==> src/hw/rtl/rtufr_pkg.sv <==
// ----------------------------------------------------------------------------
// RTU frame receiver package
// Shared types, codes and the CRC-16 byte update for the frame receiver.
// ----------------------------------------------------------------------------
package rtufr_pkg;

  // Default frame buffer depth in bytes
  localparam int unsigned BUFFER_BYTES_DEF = 64;

  // CRC-16, reflected polynomial
  localparam logic [15:0] CRC_INIT = 16'hFFFF;
  localparam logic [15:0] CRC_POLY = 16'hA001;

  // Function codes
  localparam logic [7:0] FN_SINGLE_FIRST = 8'h01;
  localparam logic [7:0] FN_SINGLE_LAST  = 8'h06;
  localparam logic [7:0] FN_MULTI_COILS  = 8'h0F;
  localparam logic [7:0] FN_MULTI_REGS   = 8'h10;

  // Fixed frame lengths and positions
  localparam int unsigned HDR_BYTES      = 7;  // address .. byte count
  localparam int unsigned MIN_CHECK_LEN  = 5;
  localparam int unsigned SINGLE_LEN     = 8;
  localparam int unsigned MULTI_OVERHEAD = 9;
  localparam int unsigned PAYLOAD_START  = 7;
  localparam int unsigned CRC_BYTES      = 2;

  // Configuration register indexes
  localparam logic [1:0] REG_OWN_ADDR = 2'd0;
  localparam logic [1:0] REG_TIMEOUT  = 2'd1;

  localparam logic [15:0] TIMEOUT_RST = 16'd10;

  typedef enum logic [1:0] {
    ST_OK       = 2'd0,
    ST_BAD_ADDR = 2'd1,
    ST_BAD_FUNC = 2'd2,
    ST_BAD_CRC  = 2'd3
  } status_e;

  typedef enum logic [1:0] {
    S_IDLE,
    S_CHECK,
    S_READ,
    S_EMIT
  } state_e;

  // Header bytes and CRC state from the intake
  typedef struct packed {
    logic [7:0] addr;
    logic [7:0] fn;
    logic [7:0] fa_hi;
    logic [7:0] fa_lo;
    logic [7:0] qv_hi;
    logic [7:0] qv_lo;
    logic [7:0] count;
    logic       crc_zero;
  } frame_info_t;

  // Control from the sequencer to the intake
  typedef struct packed {
    logic clear;
    logic rd_en;
  } intake_ctrl_t;

  // One byte of CRC-16 update, LSB first
  function automatic logic [15:0] crc_byte(logic [15:0] crc, logic [7:0] b);
    logic [15:0] c;
    c = crc ^ {8'h00, b};
    for (int k = 0; k < 8; k++) begin
      c = c[0] ? ((c >> 1) ^ CRC_POLY) : (c >> 1);
    end
    return c;
  endfunction

endpackage

==> src/hw/rtl/rtu_frame_receiver.sv <==
// ----------------------------------------------------------------------------
// RTU frame receiver
// Collects request bytes, checks address, function, length and CRC, and
// emits a header result followed by the data bytes of multiple-write frames.
// ----------------------------------------------------------------------------
// A tick, or a byte that is not stored, leaves the block ready for input;
// a stored byte is accepted and then checked in the S_CHECK state, during
// which no input is taken. A finished frame emits its header from the check
// state and then each payload byte through a memory read (S_READ) and an
// output load (S_EMIT), held while the output stalls. The input is taken
// again as soon as the last result sits in the output register. The buffer
// needs no clearing pass after reset.
module rtu_frame_receiver #(
  parameter int unsigned BUFFER_BYTES = rtufr_pkg::BUFFER_BYTES_DEF
) (
  input  logic        clk_i,
  input  logic        rst_ni,
  // Configuration write port
  input  logic        cfg_we_i,
  input  logic [1:0]  cfg_index_i,
  input  logic [15:0] cfg_data_i,
  // Input stream
  input  logic        s_axis_tvalid_i,
  output logic        s_axis_tready_o,
  input  logic [7:0]  s_axis_tdata_i,   // [7:0] rx_byte
  input  logic        s_axis_tuser_i,   // [0] operation (0 tick, 1 byte)
  // Result stream
  output logic        m_axis_tvalid_o,
  input  logic        m_axis_tready_i,
  output logic [55:0] m_axis_tdata_o,   // status, function_code, first_address,
                                        // quantity_or_value, payload_byte, 0 fill
  output logic        m_axis_tuser_o,   // [0] payload_valid
  output logic        m_axis_tlast_o
);
  import rtufr_pkg::*;

  localparam int unsigned AW = $clog2(BUFFER_BYTES);

  state_e        state_q, state_d;
  logic [7:0]    own_addr_q;
  logic [15:0]   timeout_q;
  logic [AW-1:0] idx_q, idx_d;
  logic [AW-1:0] fill;
  logic [7:0]    rd_data;
  logic          stored;
  frame_info_t   info;
  intake_ctrl_t  ctrl;
  logic          in_acc, out_free;

  // Output register
  logic          ovalid_q;
  status_e       ostatus_q, res_status;
  logic [7:0]    ofn_q, res_fn;
  logic [15:0]   ofa_q, res_fa;
  logic [15:0]   oqv_q, res_qv;
  logic [7:0]    opb_q, res_pb;
  logic          opv_q, res_pv;
  logic          olast_q, res_last;
  logic          load;

  // Frame check terms
  logic [8:0]    fill9, need9;
  logic          fn_single, fn_multi, addr_bad, complete;

  assign s_axis_tready_o = (state_q == S_IDLE);
  assign in_acc          = s_axis_tvalid_i && s_axis_tready_o;
  assign out_free        = !ovalid_q || m_axis_tready_i;

  // Configuration registers
  always_ff @(posedge clk_i or negedge rst_ni) begin
    if (!rst_ni) begin
      own_addr_q <= '0;
      timeout_q  <= TIMEOUT_RST;
    end else if (cfg_we_i) begin
      case (cfg_index_i)
        REG_OWN_ADDR: own_addr_q <= cfg_data_i[7:0];
        REG_TIMEOUT:  timeout_q  <= cfg_data_i;
        default: ;
      endcase
    end
  end

  rtufr_intake #(
    .BUFFER_BYTES(BUFFER_BYTES),
    .AW          (AW)
  ) u_intake (
    .clk_i    (clk_i),
    .rst_ni   (rst_ni),
    .tick_i   (in_acc && !s_axis_tuser_i),
    .byte_i   (in_acc && s_axis_tuser_i),
    .rx_byte_i(s_axis_tdata_i),
    .timeout_i(timeout_q),
    .ctrl_i   (ctrl),
    .rd_addr_i(idx_q),
    .rd_data_o(rd_data),
    .stored_o (stored),
    .fill_o   (fill),
    .info_o   (info)
  );

  // Frame check terms
  always_comb begin
    fill9     = 9'(fill);
    fn_single = (info.fn >= FN_SINGLE_FIRST) && (info.fn <= FN_SINGLE_LAST);
    fn_multi  = (info.fn == FN_MULTI_COILS) || (info.fn == FN_MULTI_REGS);
    addr_bad  = (info.addr != own_addr_q) || (own_addr_q == 8'h00);
    need9     = fn_single ? 9'(SINGLE_LEN) : ({1'b0, info.count} + 9'(MULTI_OVERHEAD));
    complete  = (fill9 == need9);
  end

  // Sequencer: next state, result selection, intake control
  always_comb begin
    state_d    = state_q;
    idx_d      = idx_q;
    load       = 1'b0;
    ctrl       = '0;
    res_status = ST_OK;
    res_fn     = '0;
    res_fa     = '0;
    res_qv     = '0;
    res_pb     = '0;
    res_pv     = 1'b0;
    res_last   = 1'b1;
    case (state_q)
      S_IDLE: begin
        if (stored) begin
          state_d = S_CHECK;
        end
      end
      S_CHECK: begin
        res_fn = info.fn;
        if (fill9 < 9'(MIN_CHECK_LEN)) begin
          state_d = S_IDLE;
        end else if (addr_bad || !(fn_single || fn_multi)) begin
          res_status = addr_bad ? ST_BAD_ADDR : ST_BAD_FUNC;
          if (out_free) begin
            load       = 1'b1;
            ctrl.clear = 1'b1;
            state_d    = S_IDLE;
          end
        end else if ((fn_multi && fill9 < 9'(HDR_BYTES)) || !complete) begin
          state_d = S_IDLE;
        end else begin
          res_fa     = {info.fa_hi, info.fa_lo};
          res_qv     = {info.qv_hi, info.qv_lo};
          res_status = info.crc_zero ? ST_OK : ST_BAD_CRC;
          res_last   = !info.crc_zero || fn_single || (info.count == 8'h00);
          if (out_free) begin
            load = 1'b1;
            if (res_last) begin
              ctrl.clear = 1'b1;
              state_d    = S_IDLE;
            end else begin
              idx_d   = AW'(PAYLOAD_START);
              state_d = S_READ;
            end
          end
        end
      end
      S_READ: begin
        ctrl.rd_en = 1'b1;
        state_d    = S_EMIT;
      end
      S_EMIT: begin
        res_pb   = rd_data;
        res_pv   = 1'b1;
        res_last = (({1'b0, idx_q} + (AW+1)'(CRC_BYTES + 1)) == {1'b0, fill});
        if (out_free) begin
          load = 1'b1;
          if (res_last) begin
            ctrl.clear = 1'b1;
            state_d    = S_IDLE;
          end else begin
            idx_d   = idx_q + AW'(1);
            state_d = S_READ;
          end
        end
      end
      default: state_d = S_IDLE;
    endcase
  end

  always_ff @(posedge clk_i or negedge rst_ni) begin
    if (!rst_ni) begin
      state_q  <= S_IDLE;
      idx_q    <= '0;
      ovalid_q <= 1'b0;
    end else begin
      state_q <= state_d;
      idx_q   <= idx_d;
      if (load) begin
        ovalid_q <= 1'b1;
      end else if (m_axis_tready_i) begin
        ovalid_q <= 1'b0;
      end
    end
  end

  // Result payload register
  always_ff @(posedge clk_i) begin
    if (load) begin
      ostatus_q <= res_status;
      ofn_q     <= res_fn;
      ofa_q     <= res_fa;
      oqv_q     <= res_qv;
      opb_q     <= res_pb;
      opv_q     <= res_pv;
      olast_q   <= res_last;
    end
  end

  assign m_axis_tvalid_o = ovalid_q;
  assign m_axis_tdata_o  = {6'b0, opb_q, oqv_q, ofa_q, ofn_q, ostatus_q};
  assign m_axis_tuser_o  = opv_q;
  assign m_axis_tlast_o  = olast_q;

endmodule

==> src/hw/rtl/rtufr_intake.sv <==
// ----------------------------------------------------------------------------
// RTU frame intake
// Silence counter, frame buffer memory, fill count, running CRC and
// header byte capture.
// ----------------------------------------------------------------------------
module rtufr_intake #(
  parameter int unsigned BUFFER_BYTES = rtufr_pkg::BUFFER_BYTES_DEF,
  parameter int unsigned AW           = $clog2(BUFFER_BYTES)
) (
  input  logic                   clk_i,
  input  logic                   rst_ni,
  input  logic                   tick_i,
  input  logic                   byte_i,
  input  logic [7:0]             rx_byte_i,
  input  logic [15:0]            timeout_i,
  input  rtufr_pkg::intake_ctrl_t ctrl_i,
  input  logic [AW-1:0]          rd_addr_i,
  output logic [7:0]             rd_data_o,
  output logic                   stored_o,
  output logic [AW-1:0]          fill_o,
  output rtufr_pkg::frame_info_t info_o
);
  import rtufr_pkg::*;

  localparam logic [AW-1:0] FILL_MAX = AW'(BUFFER_BYTES - 1);
  localparam logic [AW-1:0] HDR_LEN  = AW'(HDR_BYTES);

  logic [7:0]    mem_q [BUFFER_BYTES];
  logic [7:0]    rd_data_q;
  logic [7:0]    hdr_q [HDR_BYTES];
  logic [AW-1:0] fill_q, fill_d, base_fill;
  logic [15:0]   crc_q, crc_d, base_crc;
  logic [15:0]   silence_q, silence_d;
  logic          timed_out;
  logic          store;

  // Restart on a byte after too long a silence, then store if room
  always_comb begin
    timed_out = silence_q > timeout_i;
    base_fill = timed_out ? '0 : fill_q;
    base_crc  = timed_out ? CRC_INIT : crc_q;
    store     = byte_i && (base_fill < FILL_MAX);
    fill_d    = fill_q;
    crc_d     = crc_q;
    silence_d = silence_q;
    if (ctrl_i.clear) begin
      fill_d = '0;
      crc_d  = CRC_INIT;
    end else if (byte_i) begin
      fill_d = store ? base_fill + AW'(1) : base_fill;
      crc_d  = store ? crc_byte(base_crc, rx_byte_i) : base_crc;
    end
    if (byte_i) begin
      silence_d = '0;
    end else if (tick_i && silence_q != 16'hFFFF) begin
      silence_d = silence_q + 16'd1;
    end
  end

  always_ff @(posedge clk_i or negedge rst_ni) begin
    if (!rst_ni) begin
      fill_q    <= '0;
      crc_q     <= CRC_INIT;
      silence_q <= '0;
    end else begin
      fill_q    <= fill_d;
      crc_q     <= crc_d;
      silence_q <= silence_d;
    end
  end

  // Frame buffer: one write, one registered read
  always_ff @(posedge clk_i) begin
    if (store) begin
      mem_q[base_fill] <= rx_byte_i;
    end
    if (ctrl_i.rd_en) begin
      rd_data_q <= mem_q[rd_addr_i];
    end
  end

  // Header bytes kept beside the buffer for the checks
  always_ff @(posedge clk_i) begin
    if (store && base_fill < HDR_LEN) begin
      hdr_q[base_fill[2:0]] <= rx_byte_i;
    end
  end

  assign rd_data_o = rd_data_q;
  assign stored_o  = store;
  assign fill_o    = fill_q;

  assign info_o.addr     = hdr_q[0];
  assign info_o.fn       = hdr_q[1];
  assign info_o.fa_hi    = hdr_q[2];
  assign info_o.fa_lo    = hdr_q[3];
  assign info_o.qv_hi    = hdr_q[4];
  assign info_o.qv_lo    = hdr_q[5];
  assign info_o.count    = hdr_q[6];
  assign info_o.crc_zero = (crc_q == 16'h0000);

endmodule
==> config.mk <==
export PLATFORM = sky130hd
export DESIGN_NAME = rtu_frame_receiver
export DESIGN_NICKNAME = d
export VERILOG_FILES = /design/src/hw/rtl/rtufr_pkg.sv /design/src/hw/rtl/rtu_frame_receiver.sv /design/src/hw/rtl/rtufr_intake.sv
export SDC_FILE = /design/constraint.sdc
export NUM_CORES = 1
export LEC_CHECK = 0
export BUFFER_PORTS_ARGS = -buffer_cell sky130_fd_sc_hd__buf_2
export CORE_MARGIN = 1.5
export CORE_UTILIZATION = 40
export CTS_BUF_LIST = sky130_fd_sc_hd__clkbuf_4
export CTS_CLUSTER_DIAMETER = 30
export DETAILED_ROUTE_END_ITERATION = 6
export GPL_TIMING_DRIVEN = 0
export PLACE_DENSITY_LB_ADDON = 0.1
export SLEW_MARGIN = 0
export SYNTH_ARGS = -nofsm -noshare
export SYNTH_HDL_FRONTEND = slang
export SYNTH_SLANG_ARGS = --single-unit
==> constraint.sdc <==
create_clock -name clk_i -period 7.95 [get_ports clk_i]
set_input_delay 0.795 -clock clk_i [delete_from_list [all_inputs] [get_ports clk_i]]
set_output_delay 0.795 -clock clk_i [all_outputs]
set_load 0.03 [all_outputs]
# Word level (Yosys, flattened, before mapping)
# Memories as Yosys holds them, arrays and structs flattened. A register that Yosys moved wholly into a read port is not among the register bits.
# Index checks and enable logic that the tools add are counted.
[totals]
register_bits = 91
latchBits = 0
mem_bits_rw = 568
romBits = 0
input_bits = 32
output_inout_bits = 60
word_cells = 159
memories = 2
[op_classes]
add_sub_neg = 5
multipliers = 0
n_div = 0
n_lt_le_gt_ge = 7
eq_ne = 20
shift = 0
mux = 66
n_bitwise = 10
n_reduce_logical = 36
[memory_table]
columns = ["memory", "depth", "width", "read_ports", "rd_clocked_by_memory_dff", "wr", "line", "rtl"]
rows = [
  ["u_intake.mem_q", 64, 8, 1, 1, 1, "rtufr_intake.sv:28", "logic [7:0] mem_q [BUFFER_BYTES];"],
  ["u_intake.hdr_q", 7, 8, 7, 4, 1, "rtufr_intake.sv:30", "logic [7:0] hdr_q [HDR_BYTES];"],
]
[op_table]
columns = ["operator", "n"]
rows = [
  ["16-bit 2-to-1 mux", 14],
  ["6-bit 2-to-1 mux", 11],
  ["2-bit 2-to-1 mux", 13],
  ["2-bit NOT with 3-bit output", 8],
  ["1-bit 2-to-1 mux", 22],
  ["6-bit by 3-bit < comparator with 1-bit output (second input constant)", 3],
  ["16-bit by 1-bit adder with 16-bit output (second input constant)", 1],
  ["16-bit > comparator", 1],
  ["16-bit logical NOT", 1],
  ["8-bit logical NOT", 2],
  ["16-bit != test (second input constant)", 1],
  ["16-bit by 8-bit bitwise XOR with 16-bit output", 1],
  ["2-bit != test (second input constant)", 7],
  ["6-bit by 1-bit adder with 6-bit output (second input constant)", 2],
  ["6-bit one-hot mux with 2 select lines", 1],
  ["8-bit by 4-bit adder with 9-bit output (second input constant)", 1],
  ["6-bit by 9-bit == test with 1-bit output", 1],
  ["9-bit 2-to-1 mux", 1],
  ["8-bit by 4-bit == test with 1-bit output (second input constant)", 1],
  ["8-bit by 5-bit == test with 1-bit output (second input constant)", 1],
  ["8-bit by 1-bit greater-or-equal comparator with 1-bit output (second input constant)", 1],
  ["8-bit by 3-bit less-or-equal comparator with 1-bit output (second input constant)", 1],
  ["1-bit logical AND", 8],
  ["1-bit logical OR", 8],
  ["other kinds (19)", 33],
]

# Depth between registers and ports, before layout
[depth]
depth_word = 22
ltp_mapped = 18
ltp_nobuf = 15

# Cells and area by module
# A second synthesis with hierarchy kept.
[hier_totals]
hier_cells = 1543
area_unflattened_um2 = 28635.0
[by_module_without_submodules]
columns = ["mod", "instances", "cells_each", "area_each_um2"]
rows = [
  ["rtufr_intake", 1, 1209, 24486.0],
  ["rtu_frame_receiver", 1, 334, 4149.0],
]

# Least setup slack after synthesis
# OpenSTA, ideal clock, no wires.
[synth_path]
kind = "register -> register"
from = "mem u_intake.hdr_q[1][7]"
to = "reg ofa_q[0] (netlist: m_axis_tdata_o[10]), enable pin"
setup_time_ns = 0.462
arrival_time_ns = 4.472
setup_slack_ns = 3.017
stages_incl_launch_ff = 10
synth_period_minus_slack_ns = 4.933
path_cell_list = "edfxtp_1 or4_1 or4_1 clkbuf_2 or3_1 o311ai_2 nand4_4 a21oi_1 nor2_1 nor2_1"
[synth_lines]
columns = ["item", "line", "rtl"]
rows = [
  ["start, declared", "rtufr_intake.sv:30", ""],
  ["end signal, assigned", "rtu_frame_receiver.sv:204", "ofa_q <= res_fa;"],
  ["end, declared", "rtu_frame_receiver.sv:54", "logic [15:0] ofa_q, res_fa;"],
]

# Final worst setup path
[layout_path]
from = "reg u_intake.silence_q[15]"
to = "mem u_intake.mem_q[8][1], enable pin"
[layout_via]
elab_chain_cells = 6
[layout_lines]
columns = ["item", "line", "rtl"]
rows = [
  ["start, declared", "rtufr_intake.sv:33", "logic [15:0] silence_q, silence_d;"],
  ["start signal, assigned", "rtufr_intake.sv:68", "silence_q <= silence_d;"],
  ["16-bit > comparator (*)", "rtufr_intake.sv:39", "timed_out = silence_q > timeout_i;"],
  ["6-bit 2-to-1 mux (*)", "rtufr_intake.sv:40", "base_fill = timed_out ? '0 : fill_q;"],
  ["6-bit < comparator", "rtufr_intake.sv:42", "store = byte_i && (base_fill < FILL_MAX);"],
  ["1-bit logical AND", "rtufr_intake.sv:42", ""],
  ["1-bit 2-to-1 mux", "rtufr_intake.sv:74", "if (store) begin"],
  ["1-bit 2-to-1 mux (implied by the code)", "rtufr_intake.sv:75", "mem_q[base_fill] <= rx_byte_i;"],
  ["end, declared", "rtufr_intake.sv:28", ""],
]
# Mark *: on every way between the ends. The rest lies on a longest branch, timed or not.

==> results.md <==
- Fraction of the mapped netlist area in compound gates: 2.79%
- Initial DRC Count: 1133
- Asr flop ratio synth: 10.2%
- CP startpoint kind: flip-flop
- Placed Cells incl. Taps: 2560
- Commonest cells after routing, fill and taps aside: edfxtp_1, clkbuf_4, mux4_2
- CTS Hold Bufs: 18
- Worst slew pin tran: around 1400 ps
- Cell taking the most area after synthesis: edfxtp_1
- Final wirelength: 69800 um
- Initial Util: ~40%
- Crit share post-route: 82.4%
- Seq/Total Area, Yosys: 72.6%
- Hold WC Path Type: input port to flip-flop
- Post-CTS setup buffer count: 0
- CTS tree: done
- Pins over their slew limit: 0
- Slowest cell on the critical path: nor2_1
- Leakage: 0.0110 uW
- Layout cell share with drive strength beyond 1: between 30% and 40%
- Largest net degree at the start of global routing: 76
- Wire length per cell: 23.9 um
- CP delay by family, top: simple AND/OR/NAND/NOR gates
- Largest family of logic cells by synthesized area: multiplexers
- Initial antenna violation count: 2
- PostCTS Resize Cnt: 0
- Endpoint, Worst Hold: state_q[0]
- Final hold violation count: 0
- Required time worst endpoint: 8580 ps
- Die ar.: 0.0728 mm^2
- Area growth syn-to-layout: 15.5%
- Vias/cell: about 5.3
- Total chip power: roughly 8300 uW
- Num rows: 97
- Port Buf Inserts: 85
- Crit path kind: flip-flop to flip-flop
- Tmin final: 6550 ps
- Clk_lat worst skew: just over 1000 ps
- Vias in the first global route: 16100
- Post-synthesis mux area share: approximately 14%
- Slowest stage delay, CP: 810 ps
- Status: completed
- Die W: about 270 um
- Reg2reg start: u_intake.silence_q[15]
- Grt total ovfl: 0
- Finished Layout Cells: between 2000 and 3000
- Worst EP arrival: 7180 ps
- Global-route wire length before repair: 103000 um
- Setup crit end kind: flip-flop
- Peak supply drop: 0.117 mV
- Synthesized area per cell: 18.7 um^2
- Achievable Freq: approximately 150 MHz
- Worst Hold Launch: m_axis_tready_i
- CTS root buf: clkbuf_4
- Yosys reg bits: between 600 and 700
- Cells on Worst Hold Path: 4
- Synth Area in Simple Gates: 5.90%
- CTS HTree Levels: 4
- R2R depth: 17
- FF-to-FF End: u_intake.mem_q[8][1]
- Ys flop type: edfxtp_1
- Final net count: 1888
- Clk_skew: 65.3 ps
- Relative slew margins: 3.95%
- Final setup fails: 0
- Via count: 15400
- Power density cells: around 250 mW/mm^2
- Core Area: 0.0703 mm^2
- I/O pins: 92
- Netlist cell types: 68
- Cts bufs inserted: 194
- Area share of fa/ha/maj cells after synthesis: 0.967%
- Top cell type's share of synthesized area: 66.3%
- Reg clk slew, reported paths: about 60 ps
- Clock sinks: 699
- Post-Synth XOR/XNOR Area: 1.95%
- Gp weighted congestion: around 0.8
- Yosys warning total: 0
- DRC Markers: 0
- Fin util: approximately 47%
- Synth area leaders: edfxtp_1, mux4_2, dfrtp_1
- Most common cell after layout, fill and taps aside: edfxtp_1
- Crit path buffers/inverters: 3
- RSZ-0062 raised after global routing: false
- Die height: approximately 270 um
- Critical path fanouts, max: 10
- Max cap viols: 0
- R2R Setup Slk: roughly 1400 ps
- Crit-path cells: ha_1 -> nand4_1 -> nor4_1 -> a21bo_2 -> a31oi_1 -> clkbuf_1 -> buf_1 -> nor2b_1 -> ha_1 -> nand2_1 -> nor2_1 -> nand3_1 -> nor2_1 -> nor2_1 -> clkbuf_1 -> o21ai_2 -> nor2_1
- Final HPWL DP: 44200 um
- Mapped Area: 0.0285 mm^2
- Maximum buffer depth of the clock tree: 3
- Mapped Cells: around 1500
- Number of synthesized flops with an enable pin: 628
- Pre-antenna DRT Iters: 7
- Setup TNS: 0 ps
- All-layer global routing usage: 19.6%
- CP dominant cell by count: nor2_1
- Antenna Violating Nets Remaining: 0
Yosys cell counts, drive strengths merged (2+ instances only):
library cell and instances:
o31ai 4, nand4 13, dfstp 18, o21ai 22, o21bai 3, o31a 9
o32a 5, o22ai 4, and3 14, dfrtp 53, and2 44, ha 22
a31oi 5, or4 3, xor2 19, a211oi 4, a2bb2oi 2, o2bb2ai 4
o211ai 3, o221ai 3, nor4 10, or3 11, xnor2 39, or2 2
nor3 20, o21a 4, clkbuf 43, nand2b 9, nor2b 11, nand3b 2
buf 30, a21oi 24, mux2 25, nor3b 6, nor2 114, edfxtp 628
mux4 168, nand2 46, inv 30, a211o 2, a311oi 3, nand3 28
cell families after synthesis:
family / after synthesis
flops: 699
mux: 193
xor+xnor: 60
fa+ha+maj: 22
simple gates: 335
compound gates: 111
buf+inv: 103
other cells: 1
sequential cells by signal (all words and copies together), names as in the netlist, 2 cells and up:
signal,flops
u_intake.mem_q,512
u_intake.hdr_q,56
m_axis_tdata_o,32
timeout_q,16
u_intake.crc_q,16
u_intake.silence_q,16
ofn_q,8
opb_q,8
own_addr_q,8
u_intake.rd_data_o,8
idx_q,6
u_intake.fill_o,6
ostatus_q,2
state_q,2
area by class of cell:
cell class,count,area (um^2)
fillers,6104,37400
flip-flops and latches,699,20700
multi-input cells,727,7410
clock buffers,277,2080
well taps,940,1180
repair buffers,109,754
clock inverters,65,355
plain buffers,73,317
inverters,30,113
diodes,5,12.5
per-layer routing:
layer / GRT usage, % / share of wire (%)
met5: 0 / 0
met2: 30.8 / 48
met3: 5.26 / 5.9
met1: 25.9 / 44
met4: 8.06 / 2.9
worst reg2reg max path, stage by stage (launching register included):
cell and delay, ps:
dfrtp_1 410, ha_1 330, nand4_1 190, nor4_1 470
a21bo_2 280, a31oi_1 440, clkbuf_1 490, buf_1 500
nor2b_1 140, ha_1 330, nand2_1 170, nor2_1 70
nand3_1 230, nor2_1 70, nor2_1 180, clkbuf_1 550
o21ai_2 470, nor2_1 820
worst max-delay path by stage:
stage               depth (start not counted)              startpoint  slack, ps              endpoint
floorplan                                   9    u_intake.hdr_q[1][7]       3020    m_axis_tdata_o[10]
global placement                           17  u_intake.silence_q[15]       1060  u_intake.mem_q[8][3]
detailed placement                         17  u_intake.silence_q[15]       1420  u_intake.mem_q[8][3]
CTS                                        17  u_intake.silence_q[15]       1350  u_intake.mem_q[8][0]
global route                               17  u_intake.silence_q[15]        970  u_intake.mem_q[8][1]
finish                                     17  u_intake.silence_q[15]       1400  u_intake.mem_q[8][1]
power breakdown:
| part | leakage, uW | internal (uW) | switching [uW] |
|---|---|---|---|
| clock | 0.00145 | 1670 | 1500 |
| sequential | 0.00650 | 4160 | 94.2 |
| combinational | 0.00301 | 328 | 526 |
per-stage QoR:
stage          hold WS, ps  setup slack (ps)  instance area (um^2)
2_1_floorplan          479              3020                 28500
3_3_place_gp           498              1060                 30100
3_5_place_dp           498              1420                 30200
4_1_cts               83.9              1350                 32900
5_1_grt                166               966                 32900
6_report               206              1400                 32900
Power figures use the tool's default switching activity.
